## src/hw/rtl/sbmq_pkg.sv

```systemverilog
`timescale 1ns / 1ps
// ----------------------------------------------------------------------------
// sbmq_pkg: shared definitions for the shared-buffer multi-queue unit
// Operation codes, result status codes and the controller command bundle.
// ----------------------------------------------------------------------------
package sbmq_pkg;

  // Operation codes carried on in_func
  localparam logic FUNC_ENQ = 1'b0;
  localparam logic FUNC_DEQ = 1'b1;

  // Result status codes
  localparam logic [1:0] ST_OK        = 2'd0;
  localparam logic [1:0] ST_OVERFLOW  = 2'd1;
  localparam logic [1:0] ST_UNDERFLOW = 2'd2;

  // Data word width
  localparam int unsigned DATA_W = 32;

  // Controller to datapath commands
  typedef struct packed {
    logic accept;   // input transaction taken, latch operands, read queue pointers
    logic link_rd;  // read link and data stores
    logic commit;   // apply state updates and load the result register
  } ctrl_cmd_t;

endpackage

```

## src/hw/rtl/sbmq_ctrl.sv

```systemverilog
`timescale 1ns / 1ps
// ----------------------------------------------------------------------------
// sbmq_ctrl: operation sequencer
// Steps each accepted operation through pointer read, link read and commit,
// and owns the result valid flag.
// ----------------------------------------------------------------------------
module sbmq_ctrl (
  input  logic                clk,
  input  logic                rst_n,
  input  logic                in_valid,
  output logic                in_ready,
  output logic                out_valid,
  input  logic                out_ready,
  output sbmq_pkg::ctrl_cmd_t cmd
);

  localparam logic [1:0] S_IDLE = 2'd0;
  localparam logic [1:0] S_LINK = 2'd1;
  localparam logic [1:0] S_EXEC = 2'd2;

  logic [1:0] state_r, state_nxt;
  logic       out_valid_r, out_valid_nxt;
  logic       out_free;

  // result slot can take a new result this cycle
  assign out_free = !out_valid_r || out_ready;

  assign in_ready    = (state_r == S_IDLE);
  assign out_valid   = out_valid_r;
  assign cmd.accept  = in_valid && (state_r == S_IDLE);
  assign cmd.link_rd = (state_r == S_LINK);
  assign cmd.commit  = (state_r == S_EXEC) && out_free;

  // next state
  always_comb begin
    state_nxt = state_r;
    case (state_r)
      S_IDLE: begin
        if (in_valid) state_nxt = S_LINK;
      end
      S_LINK: begin
        state_nxt = S_EXEC;
      end
      S_EXEC: begin
        if (out_free) state_nxt = S_IDLE;
      end
      default: begin
        state_nxt = S_IDLE;
      end
    endcase
  end

  // result valid: set on commit, cleared when the transaction is taken
  always_comb begin
    out_valid_nxt = out_valid_r;
    if (out_valid_r && out_ready) out_valid_nxt = 1'b0;
    if (cmd.commit) out_valid_nxt = 1'b1;
  end

  always_ff @(posedge clk) begin
    if (!rst_n) begin
      state_r     <= S_IDLE;
      out_valid_r <= 1'b0;
    end else begin
      state_r     <= state_nxt;
      out_valid_r <= out_valid_nxt;
    end
  end

endmodule

```

## src/hw/rtl/sbmq_dpath.sv

```systemverilog
`timescale 1ns / 1ps
// ----------------------------------------------------------------------------
// sbmq_dpath: queue pointers, link and data stores, free list
// Queues are linked lists threaded through a shared store; free entries form
// a separate list. Untouched entries above the fill mark link implicitly.
// ----------------------------------------------------------------------------
module sbmq_dpath #(
  parameter int unsigned ENTRIES = 64,
  parameter int unsigned QUEUES  = 4
) (
  input  logic                              clk,
  input  logic                              rst_n,
  input  sbmq_pkg::ctrl_cmd_t               cmd,
  input  logic                              in_func,
  input  logic [1:0]                        in_queue_id,
  input  logic signed [sbmq_pkg::DATA_W-1:0] in_value,
  output logic signed [sbmq_pkg::DATA_W-1:0] out_data_out,
  output logic [1:0]                        out_status
);

  localparam int unsigned AW = $clog2(ENTRIES);
  localparam int unsigned PW = $clog2(ENTRIES + 1);
  localparam int unsigned QW = (QUEUES > 1) ? $clog2(QUEUES) : 1;
  localparam logic [PW-1:0] PTR_NULL = PW'(ENTRIES);
  localparam logic [6:0]    QMOD     = 7'(QUEUES);

  // stores
  logic [PW-1:0]                       link_mem [ENTRIES];
  logic signed [sbmq_pkg::DATA_W-1:0]  data_mem [ENTRIES];
  logic [PW-1:0]                       head_mem [QUEUES];
  logic [PW-1:0]                       tail_mem [QUEUES];

  // control state
  logic [QUEUES-1:0] nonempty_r;
  logic [PW-1:0]     free_head_r;
  logic [PW-1:0]     fill_r;

  // operand and read registers
  logic                               func_r;
  logic [QW-1:0]                      q_r;
  logic signed [sbmq_pkg::DATA_W-1:0] value_r;
  logic [PW-1:0]                      head_rd_r;
  logic [PW-1:0]                      tail_rd_r;
  logic [PW-1:0]                      link_rd_r;
  logic signed [sbmq_pkg::DATA_W-1:0] data_rd_r;

  // result register
  logic signed [sbmq_pkg::DATA_W-1:0] out_data_r;
  logic [1:0]                         out_status_r;

  logic [6:0]    qr;
  logic [QW-1:0] q_sel;
  logic [AW-1:0] link_addr;
  logic          free_valid, fresh, q_nonempty, last;
  logic          enq_ok, deq_ok;
  logic [PW-1:0] next_free;

  // fold queue_id into range (queue_id mod QUEUES)
  always_comb begin
    qr = {5'd0, in_queue_id};
    for (int i = 0; i < 3; i++) begin
      if (qr >= QMOD) qr = qr - QMOD;
    end
    q_sel = qr[QW-1:0];
  end

  // operation decode for the commit cycle
  assign free_valid = (free_head_r < PTR_NULL);
  assign fresh      = (free_head_r == fill_r);
  assign q_nonempty = nonempty_r[q_r];
  assign last       = (head_rd_r == tail_rd_r);
  assign enq_ok     = (func_r == sbmq_pkg::FUNC_ENQ) && free_valid;
  assign deq_ok     = (func_r == sbmq_pkg::FUNC_DEQ) && q_nonempty;
  // an untouched entry links to its successor; past the last one that is null
  assign next_free  = fresh ? (fill_r + PW'(1)) : link_rd_r;
  assign link_addr  = (func_r == sbmq_pkg::FUNC_DEQ) ? head_rd_r[AW-1:0]
                                                     : free_head_r[AW-1:0];

  // operand capture
  always_ff @(posedge clk) begin
    if (cmd.accept) begin
      func_r  <= in_func;
      q_r     <= q_sel;
      value_r <= in_value;
    end
  end

  // head pointer store
  always_ff @(posedge clk) begin
    if (cmd.accept) head_rd_r <= head_mem[q_sel];
    if (cmd.commit) begin
      if (enq_ok && !q_nonempty) head_mem[q_r] <= free_head_r;
      else if (deq_ok && !last)  head_mem[q_r] <= link_rd_r;
    end
  end

  // tail pointer store
  always_ff @(posedge clk) begin
    if (cmd.accept) tail_rd_r <= tail_mem[q_sel];
    if (cmd.commit && enq_ok) tail_mem[q_r] <= free_head_r;
  end

  // link store: append behind tail, or push freed entry onto free list
  always_ff @(posedge clk) begin
    if (cmd.link_rd) link_rd_r <= link_mem[link_addr];
    if (cmd.commit) begin
      if (enq_ok && q_nonempty) link_mem[tail_rd_r[AW-1:0]] <= free_head_r;
      else if (deq_ok)          link_mem[head_rd_r[AW-1:0]] <= free_head_r;
    end
  end

  // data store
  always_ff @(posedge clk) begin
    if (cmd.link_rd) data_rd_r <= data_mem[head_rd_r[AW-1:0]];
    if (cmd.commit && enq_ok) data_mem[free_head_r[AW-1:0]] <= value_r;
  end

  // free list head, fill mark and queue occupancy
  always_ff @(posedge clk) begin
    if (!rst_n) begin
      free_head_r <= '0;
      fill_r      <= '0;
      nonempty_r  <= '0;
    end else if (cmd.commit) begin
      if (enq_ok) begin
        free_head_r     <= next_free;
        nonempty_r[q_r] <= 1'b1;
        if (fresh) fill_r <= fill_r + PW'(1);
      end else if (deq_ok) begin
        free_head_r <= head_rd_r;
        if (last) nonempty_r[q_r] <= 1'b0;
      end
    end
  end

  // result register
  always_ff @(posedge clk) begin
    if (cmd.commit) begin
      out_data_r <= deq_ok ? data_rd_r : '0;
      if (func_r == sbmq_pkg::FUNC_ENQ)
        out_status_r <= free_valid ? sbmq_pkg::ST_OK : sbmq_pkg::ST_OVERFLOW;
      else
        out_status_r <= q_nonempty ? sbmq_pkg::ST_OK : sbmq_pkg::ST_UNDERFLOW;
    end
  end

  assign out_data_out = out_data_r;
  assign out_status   = out_status_r;

endmodule

```

## src/hw/rtl/shared_buffer_multi_queue_unit.sv

```systemverilog
`timescale 1ns / 1ps
// ----------------------------------------------------------------------------
// shared_buffer_multi_queue_unit: QUEUES FIFO queues in one shared entry store
// Enqueue and dequeue operations on linked-list queues with a common free list.
// ----------------------------------------------------------------------------
// Usage:
//   Input channel (in_valid/in_ready): in_func selects enqueue or dequeue,
//   in_queue_id the queue (taken modulo QUEUES), in_value the word to store.
//   Result channel (out_valid/out_ready): one transaction per operation with
//   out_data_out (dequeued word, else zero) and out_status (ok, overflow when
//   the store is full, underflow when the queue is empty). Refused operations
//   change no state.
//   The result is registered at commit, after the pointer read and link read
//   steps; a new operation is accepted only once the previous one commits. The
//   dequeue path reads the head pointer store and then the link store, each a
//   registered memory read, before the update commits.
//   A result waiting at the output does not block the next input; a stalled
//   receiver holds the following operation in its commit step until the
//   output register frees up.
//   Reset empties all queues and places every entry on the free list; no
//   clearing pass is needed, so the unit accepts work right after reset.
// ----------------------------------------------------------------------------
module shared_buffer_multi_queue_unit #(
  parameter int unsigned ENTRIES = 64,
  parameter int unsigned QUEUES  = 4
) (
  input  logic                               clk,
  input  logic                               rst_n,
  input  logic                               in_valid,
  output logic                               in_ready,
  input  logic                               in_func,
  input  logic [1:0]                         in_queue_id,
  input  logic signed [sbmq_pkg::DATA_W-1:0] in_value,
  output logic                               out_valid,
  input  logic                               out_ready,
  output logic signed [sbmq_pkg::DATA_W-1:0] out_data_out,
  output logic [1:0]                         out_status
);

  sbmq_pkg::ctrl_cmd_t cmd;

  // sequencer
  sbmq_ctrl u_ctrl (
    .clk       (clk),
    .rst_n     (rst_n),
    .in_valid  (in_valid),
    .in_ready  (in_ready),
    .out_valid (out_valid),
    .out_ready (out_ready),
    .cmd       (cmd)
  );

  // pointers and stores
  sbmq_dpath #(
    .ENTRIES (ENTRIES),
    .QUEUES  (QUEUES)
  ) u_dpath (
    .clk          (clk),
    .rst_n        (rst_n),
    .cmd          (cmd),
    .in_func      (in_func),
    .in_queue_id  (in_queue_id),
    .in_value     (in_value),
    .out_data_out (out_data_out),
    .out_status   (out_status)
  );

endmodule
```

## config.mk

```make
export PLATFORM = sky130hd
export DESIGN_NAME = shared_buffer_multi_queue_unit
export DESIGN_NICKNAME = d
export VERILOG_FILES = /design/src/hw/rtl/sbmq_pkg.sv /design/src/hw/rtl/sbmq_ctrl.sv /design/src/hw/rtl/sbmq_dpath.sv /design/src/hw/rtl/shared_buffer_multi_queue_unit.sv
export SDC_FILE = /design/constraint.sdc
export NUM_CORES = 2
export LEC_CHECK = 0
export BUFFER_PORTS_ARGS = -buffer_cell sky130_fd_sc_hd__buf_2
export CELL_PAD_IN_SITES_DETAIL_PLACEMENT = 1
export CELL_PAD_IN_SITES_GLOBAL_PLACEMENT = 2
export CORE_MARGIN = 3
export CORE_UTILIZATION = 50
export CTS_CLUSTER_DIAMETER = 150
export DETAILED_ROUTE_END_ITERATION = 6
export PLACE_DENSITY_LB_ADDON = 0.1
export SYNTH_ARGS = -nofsm -noshare
export SYNTH_HDL_FRONTEND = slang
export SYNTH_SLANG_ARGS = --single-unit
```

## constraint.sdc

```tcl
create_clock -name clk -period 7.6 [get_ports clk]
set_input_delay 0.76 -clock clk [delete_from_list [all_inputs] [get_ports clk]]
set_output_delay 0.76 -clock clk [all_outputs]
set_load 0.03 [all_outputs]
```

==> impl_metrics.py <==
metrics = {
    "placed_design": {
        "port_buffers": 74,
        "dp_hpwl_um": 163000,
        "dp_cells": 7892,
        "dpl_cell_area_um2": 110000,
        "gp_congestion": 0.780,
        "dp_slack_ns": 2.33,
    },
    "clocking": {
        "cts_tree": "done",
        "path_clk_slew_ns": 0.06,
        "cts_setup_buffers": 0,
        "cts.htree.levels": 5,
        "clock_path_buffers": 4,
        "cts-root-buf": "clkbuf_16",
        "insertion_delay_ns": 0.94,
        "clock_sinks": 2695,
        "numCtsBuffers": 295,
    },
    "critical_path": {
        "r2r_end": "u_dpath.link_rd_r[2]$_DFFE_PN_",
        "path_cells": "buf_4 -> and2_4 -> buf_12 -> o21ai_0 -> a22o_1 -> nand3b_1 -> o311ai_0 -> o311ai_0 -> o31ai_1",
        "cp.arrival_ns": 5.94,
        "cp.required_ns": 8.19,
        "critical_path.top_delay_family": "compound AO/OA/AOI/OAI gates",
        "ff2ff_setup_slack_ns": 2.25,
        "setup.worst_path.class": "flop to flop",
        "endpoint_kind": "flop",
        "cp.buffers_inverters": 2,
        "rr_worst_depth": 9,
        "worstPathMaxFanout": 90,
        "slowest_stage": "o311ai_0",
        "cpMostUsedCell": "o311ai_0",
        "startpoint_type": "flop",
        "slowest_delay_ns": 1.13,
        "worstReg2RegStart": "u_dpath.func_r$_DFFE_PP_",
    },
    "grt": {
        "grt_pass1_wl_um": 420000,
        "grt_use_total_pct": 27.2,
        "antenna_found_initial": 13,
        "grt_max_degree": 133,
        "overflow": 0,
        "grt_pass1_vias": 55600,
    },
    "final_layout": {
        "final_cell_mix": "edfxtp_1 (2674), mux4_2 (686), clkbuf_16 (301)",
        "syn_to_final_growth_pct": 12.8,
        "layout.cells.non_filler": 8434,
        "nFillCells": 17900,
        "regArea_um2": 80700,
        "drive_gt1_share_pct": 24.7,
        "multi_input_area_um2": 24000,
        "final_area_um2": 119000,
        "nNetsFinal": 5456,
        "mostFrequentLayoutCell": "edfxtp_1",
    },
    "pwr": {
        "peakVddDrop_uv": 246,
        "switchingPower_uw": 6840,
        "powerDensity_nw_per_um2": 265,
        "clkPwrFrac_pct": 42.2,
        "p_seq_share_pct": 51.9,
        "p_leak_uw": 0.0379,
        "p_int_uw": 24800,
        "swShare_pct": 21.6,
        "pwr-share-comb_pct": 5.9,
    },
    "timing": {
        "drv_slew": 0,
        "hold_ws_ns": 0.0941,
        "slew_headroom_pct": 9.36,
        "min_period_ns": 5.35,
        "fin_ws_ns": 2.25,
        "finalSetupTns_ns": 0,
        "worstMarginPinSlew_ns": 1.34,
        "timing.fmax_mhz": 187,
        "hold_violations": 0,
        "rsz0062_at_grt": "false",
        "setup_violations": 0,
        "period_share_pct": 70.4,
        "finalClockSkew_ns": 0.0668,
    },
    "floorplan": {
        "dieWidth_um": 466,
        "start_util_pct": 50.4,
        "dieArea_um2": 217000,
        "ios": 75,
        "core_area_um2": 210000,
        "rows": 168,
        "die_h_um": 466,
    },
    "synth": {
        "synth-async-reset-ratio_pct": 0,
        "synth-warning-count": 0,
        "syn_avg_cell_area_um2": 20.4,
        "netlist_area_um2": 106000,
        "synth_nets": 5216,
        "seq_area_frac_synth_pct": 76.3,
        "dominantRegCellSynth": "edfxtp_1",
        "synth-edff-count": 2674,
        "synthCells": 5176,
        "ys_seq_elements": 2695,
        "synth.distinct_cells": 60,
    },
    "detailed_routing": {
        "drtIter0Drc": 6156,
        "wl_um": 292000,
        "wl_per_cell_um": 34.7,
        "drc": 0,
        "antenna_left": 0,
        "num_vias": 53300,
        "vias_per_cell": 6.32,
        "first_pass_iters": 5,
    },
    "worst_hold_path": {
        "hp-class": "input pin to flop",
        "hold_path.startpoint": "in_valid",
        "min_path_cells": 2,
        "min_to": "u_ctrl.state_r[0]$_SDFFE_PN0P_",
    },
    "status": {
        "status": "completed",
    },
    "flow_run": {
        "cap_viol_max_count": 0,
    },
}
## Yosys cell counts, types with 10 or more instances
library cell,count,area share (%)
nor3_1,69,0.33
nand2_1,272,0.97
xnor2_1,13,0.11
inv_1,56,0.20
o21ai_0,103,0.49
and3_1,35,0.21
a22o_1,28,0.23
nor2b_1,12,0.071
edfxtp_1,2674,76
a211oi_1,12,0.085
mux2_2,10,0.11
o31ai_1,19,0.13
nand2b_1,130,0.77
xor2_1,11,0.091
nand3b_1,12,0.085
nor4_1,18,0.11
dfxtp_1,21,0.40
a22oi_1,183,1.3
buf_1,40,0.14
mux4_2,686,15
buf_2,95,0.45
nor2_1,169,0.60
a21oi_1,148,0.70
o21a_1,10,0.071
o22ai_1,61,0.36
clkbuf_1,166,0.59
buf_4,16,0.11
## repair_timing
| action | 4_1_cts | 5_1_grt |
|---|---|---|
| resized for setup | 0 | 0 |
| hold buffers | 32 | 0 |
| hold endpoints to repair | 32 | 0 |
| setup endpoints to repair | 0 | 0 |
## power by group through the flow
stage | Combinational [uW] | Clock, uW | Sequential, uW
5_1_grt | 2000 | 14200 | 16400
4_1_cts | 1910 | 13600 | 16400
3_3_place_gp | 1860 | 0 | 16800
2_1_floorplan | 1090 | 0 | 16800
6_report | 1880 | 13400 | 16400
3_5_place_dp | 1890 | 0 | 16800
## cells by family (layout without fill, tap and decap cells)
family,Yosys count,count (layout),synth area share [%]
other,0,6,0
AOI/OAI and AO/OA,614,614,3.76
and+or+nand+nor,761,761,3.42
DFF,2695,2695,76.3
muxes,702,702,14.8
xor gates and xnor gates,24,24,0.199
buffers and inverters,379,826,1.54
adders and majority gates,1,1,0.0118
## flip-flops by register name, summed over array words and instances, names as in the netlist, 2 cells and up, named ones only
register,flops
u_dpath.link_rd_r,7
u_dpath.q_r,2
u_dpath.fill_r,7
u_dpath.head_rd_r,7
u_dpath.head_mem,28
u_dpath.free_head_r,7
u_dpath.data_mem,2048
u_dpath.data_rd_r,32
u_dpath.tail_rd_r,7
u_dpath.out_data_out,32
u_dpath.tail_mem,28
u_dpath.value_r,32
u_ctrl.state_r,2
u_dpath.link_mem,448
u_dpath.out_status,2
## how the worst max path moves through the flow
stage	startpoint	endpoint	slack (ns)	cells after the start
final	u_dpath.func_r$_DFFE_PP_	u_dpath.link_rd_r[2]$_DFFE_PN_	2.25	9
after global routing	u_dpath.func_r$_DFFE_PP_	u_dpath.link_rd_r[4]$_DFFE_PN_	2.18	9
after CTS	u_dpath.func_r$_DFFE_PP_	u_dpath.link_rd_r[2]$_DFFE_PN_	2.33	9
after detailed placement	u_dpath.func_r$_DFFE_PP_	u_dpath.link_rd_r[2]$_DFFE_PN_	2.33	9
after global placement	u_dpath.func_r$_DFFE_PP_	u_dpath.link_rd_r[2]$_DFFE_PN_	2.39	9
after floorplan	u_dpath.free_head_r[0]$_SDFFE_PN0P_	u_dpath.data_mem[31][0]$_DFFE_PP_	3.28	6
## per-layer routing
| metal | wire length, um | global-route usage [%] | vias up |
|---|---|---|---|
| met5 | 27 | 0 | - |
| li1 | - | - | 22000 |
| met2 | 149000 | 45.7 | 1955 |
| met1 | 117000 | 37.4 | 28900 |
| met4 | 8070 | 7.52 | 4 |
| met3 | 17800 | 4.08 | 404 |
## layout make-up
cell class,count,area share (%)
clock inverter,134,0.817
antenna,6,0.0126
tap,2805,2.94
timing repair buffer,264,1.74
inverter,58,0.186
clock buffer,370,6.55
sequential,2695,67.7
multi-input combinational,2102,20.1
## worst reg2reg max path, delay by kind of cell (launching register included)
kind                   cells  cell delay [ns]
flip-flops                 1             0.94
AO/OA/AOI/OAI              5             2.09
AND/OR/NAND/NOR            2             0.71
buffers and inverters      2             1.31
## per-stage QoR
| stage | util, % | power [uW] |
|---|---|---|
| floorplan | - | 17900 |
| CTS | 56.8 | 32000 |
| global placement | 52.5 | 18600 |
| global route | 56.8 | 32700 |
| detailed placement | 52.5 | 18600 |
| finish | 56.8 | 31700 |
No activity file was read; power rests on OpenSTA's default activity.
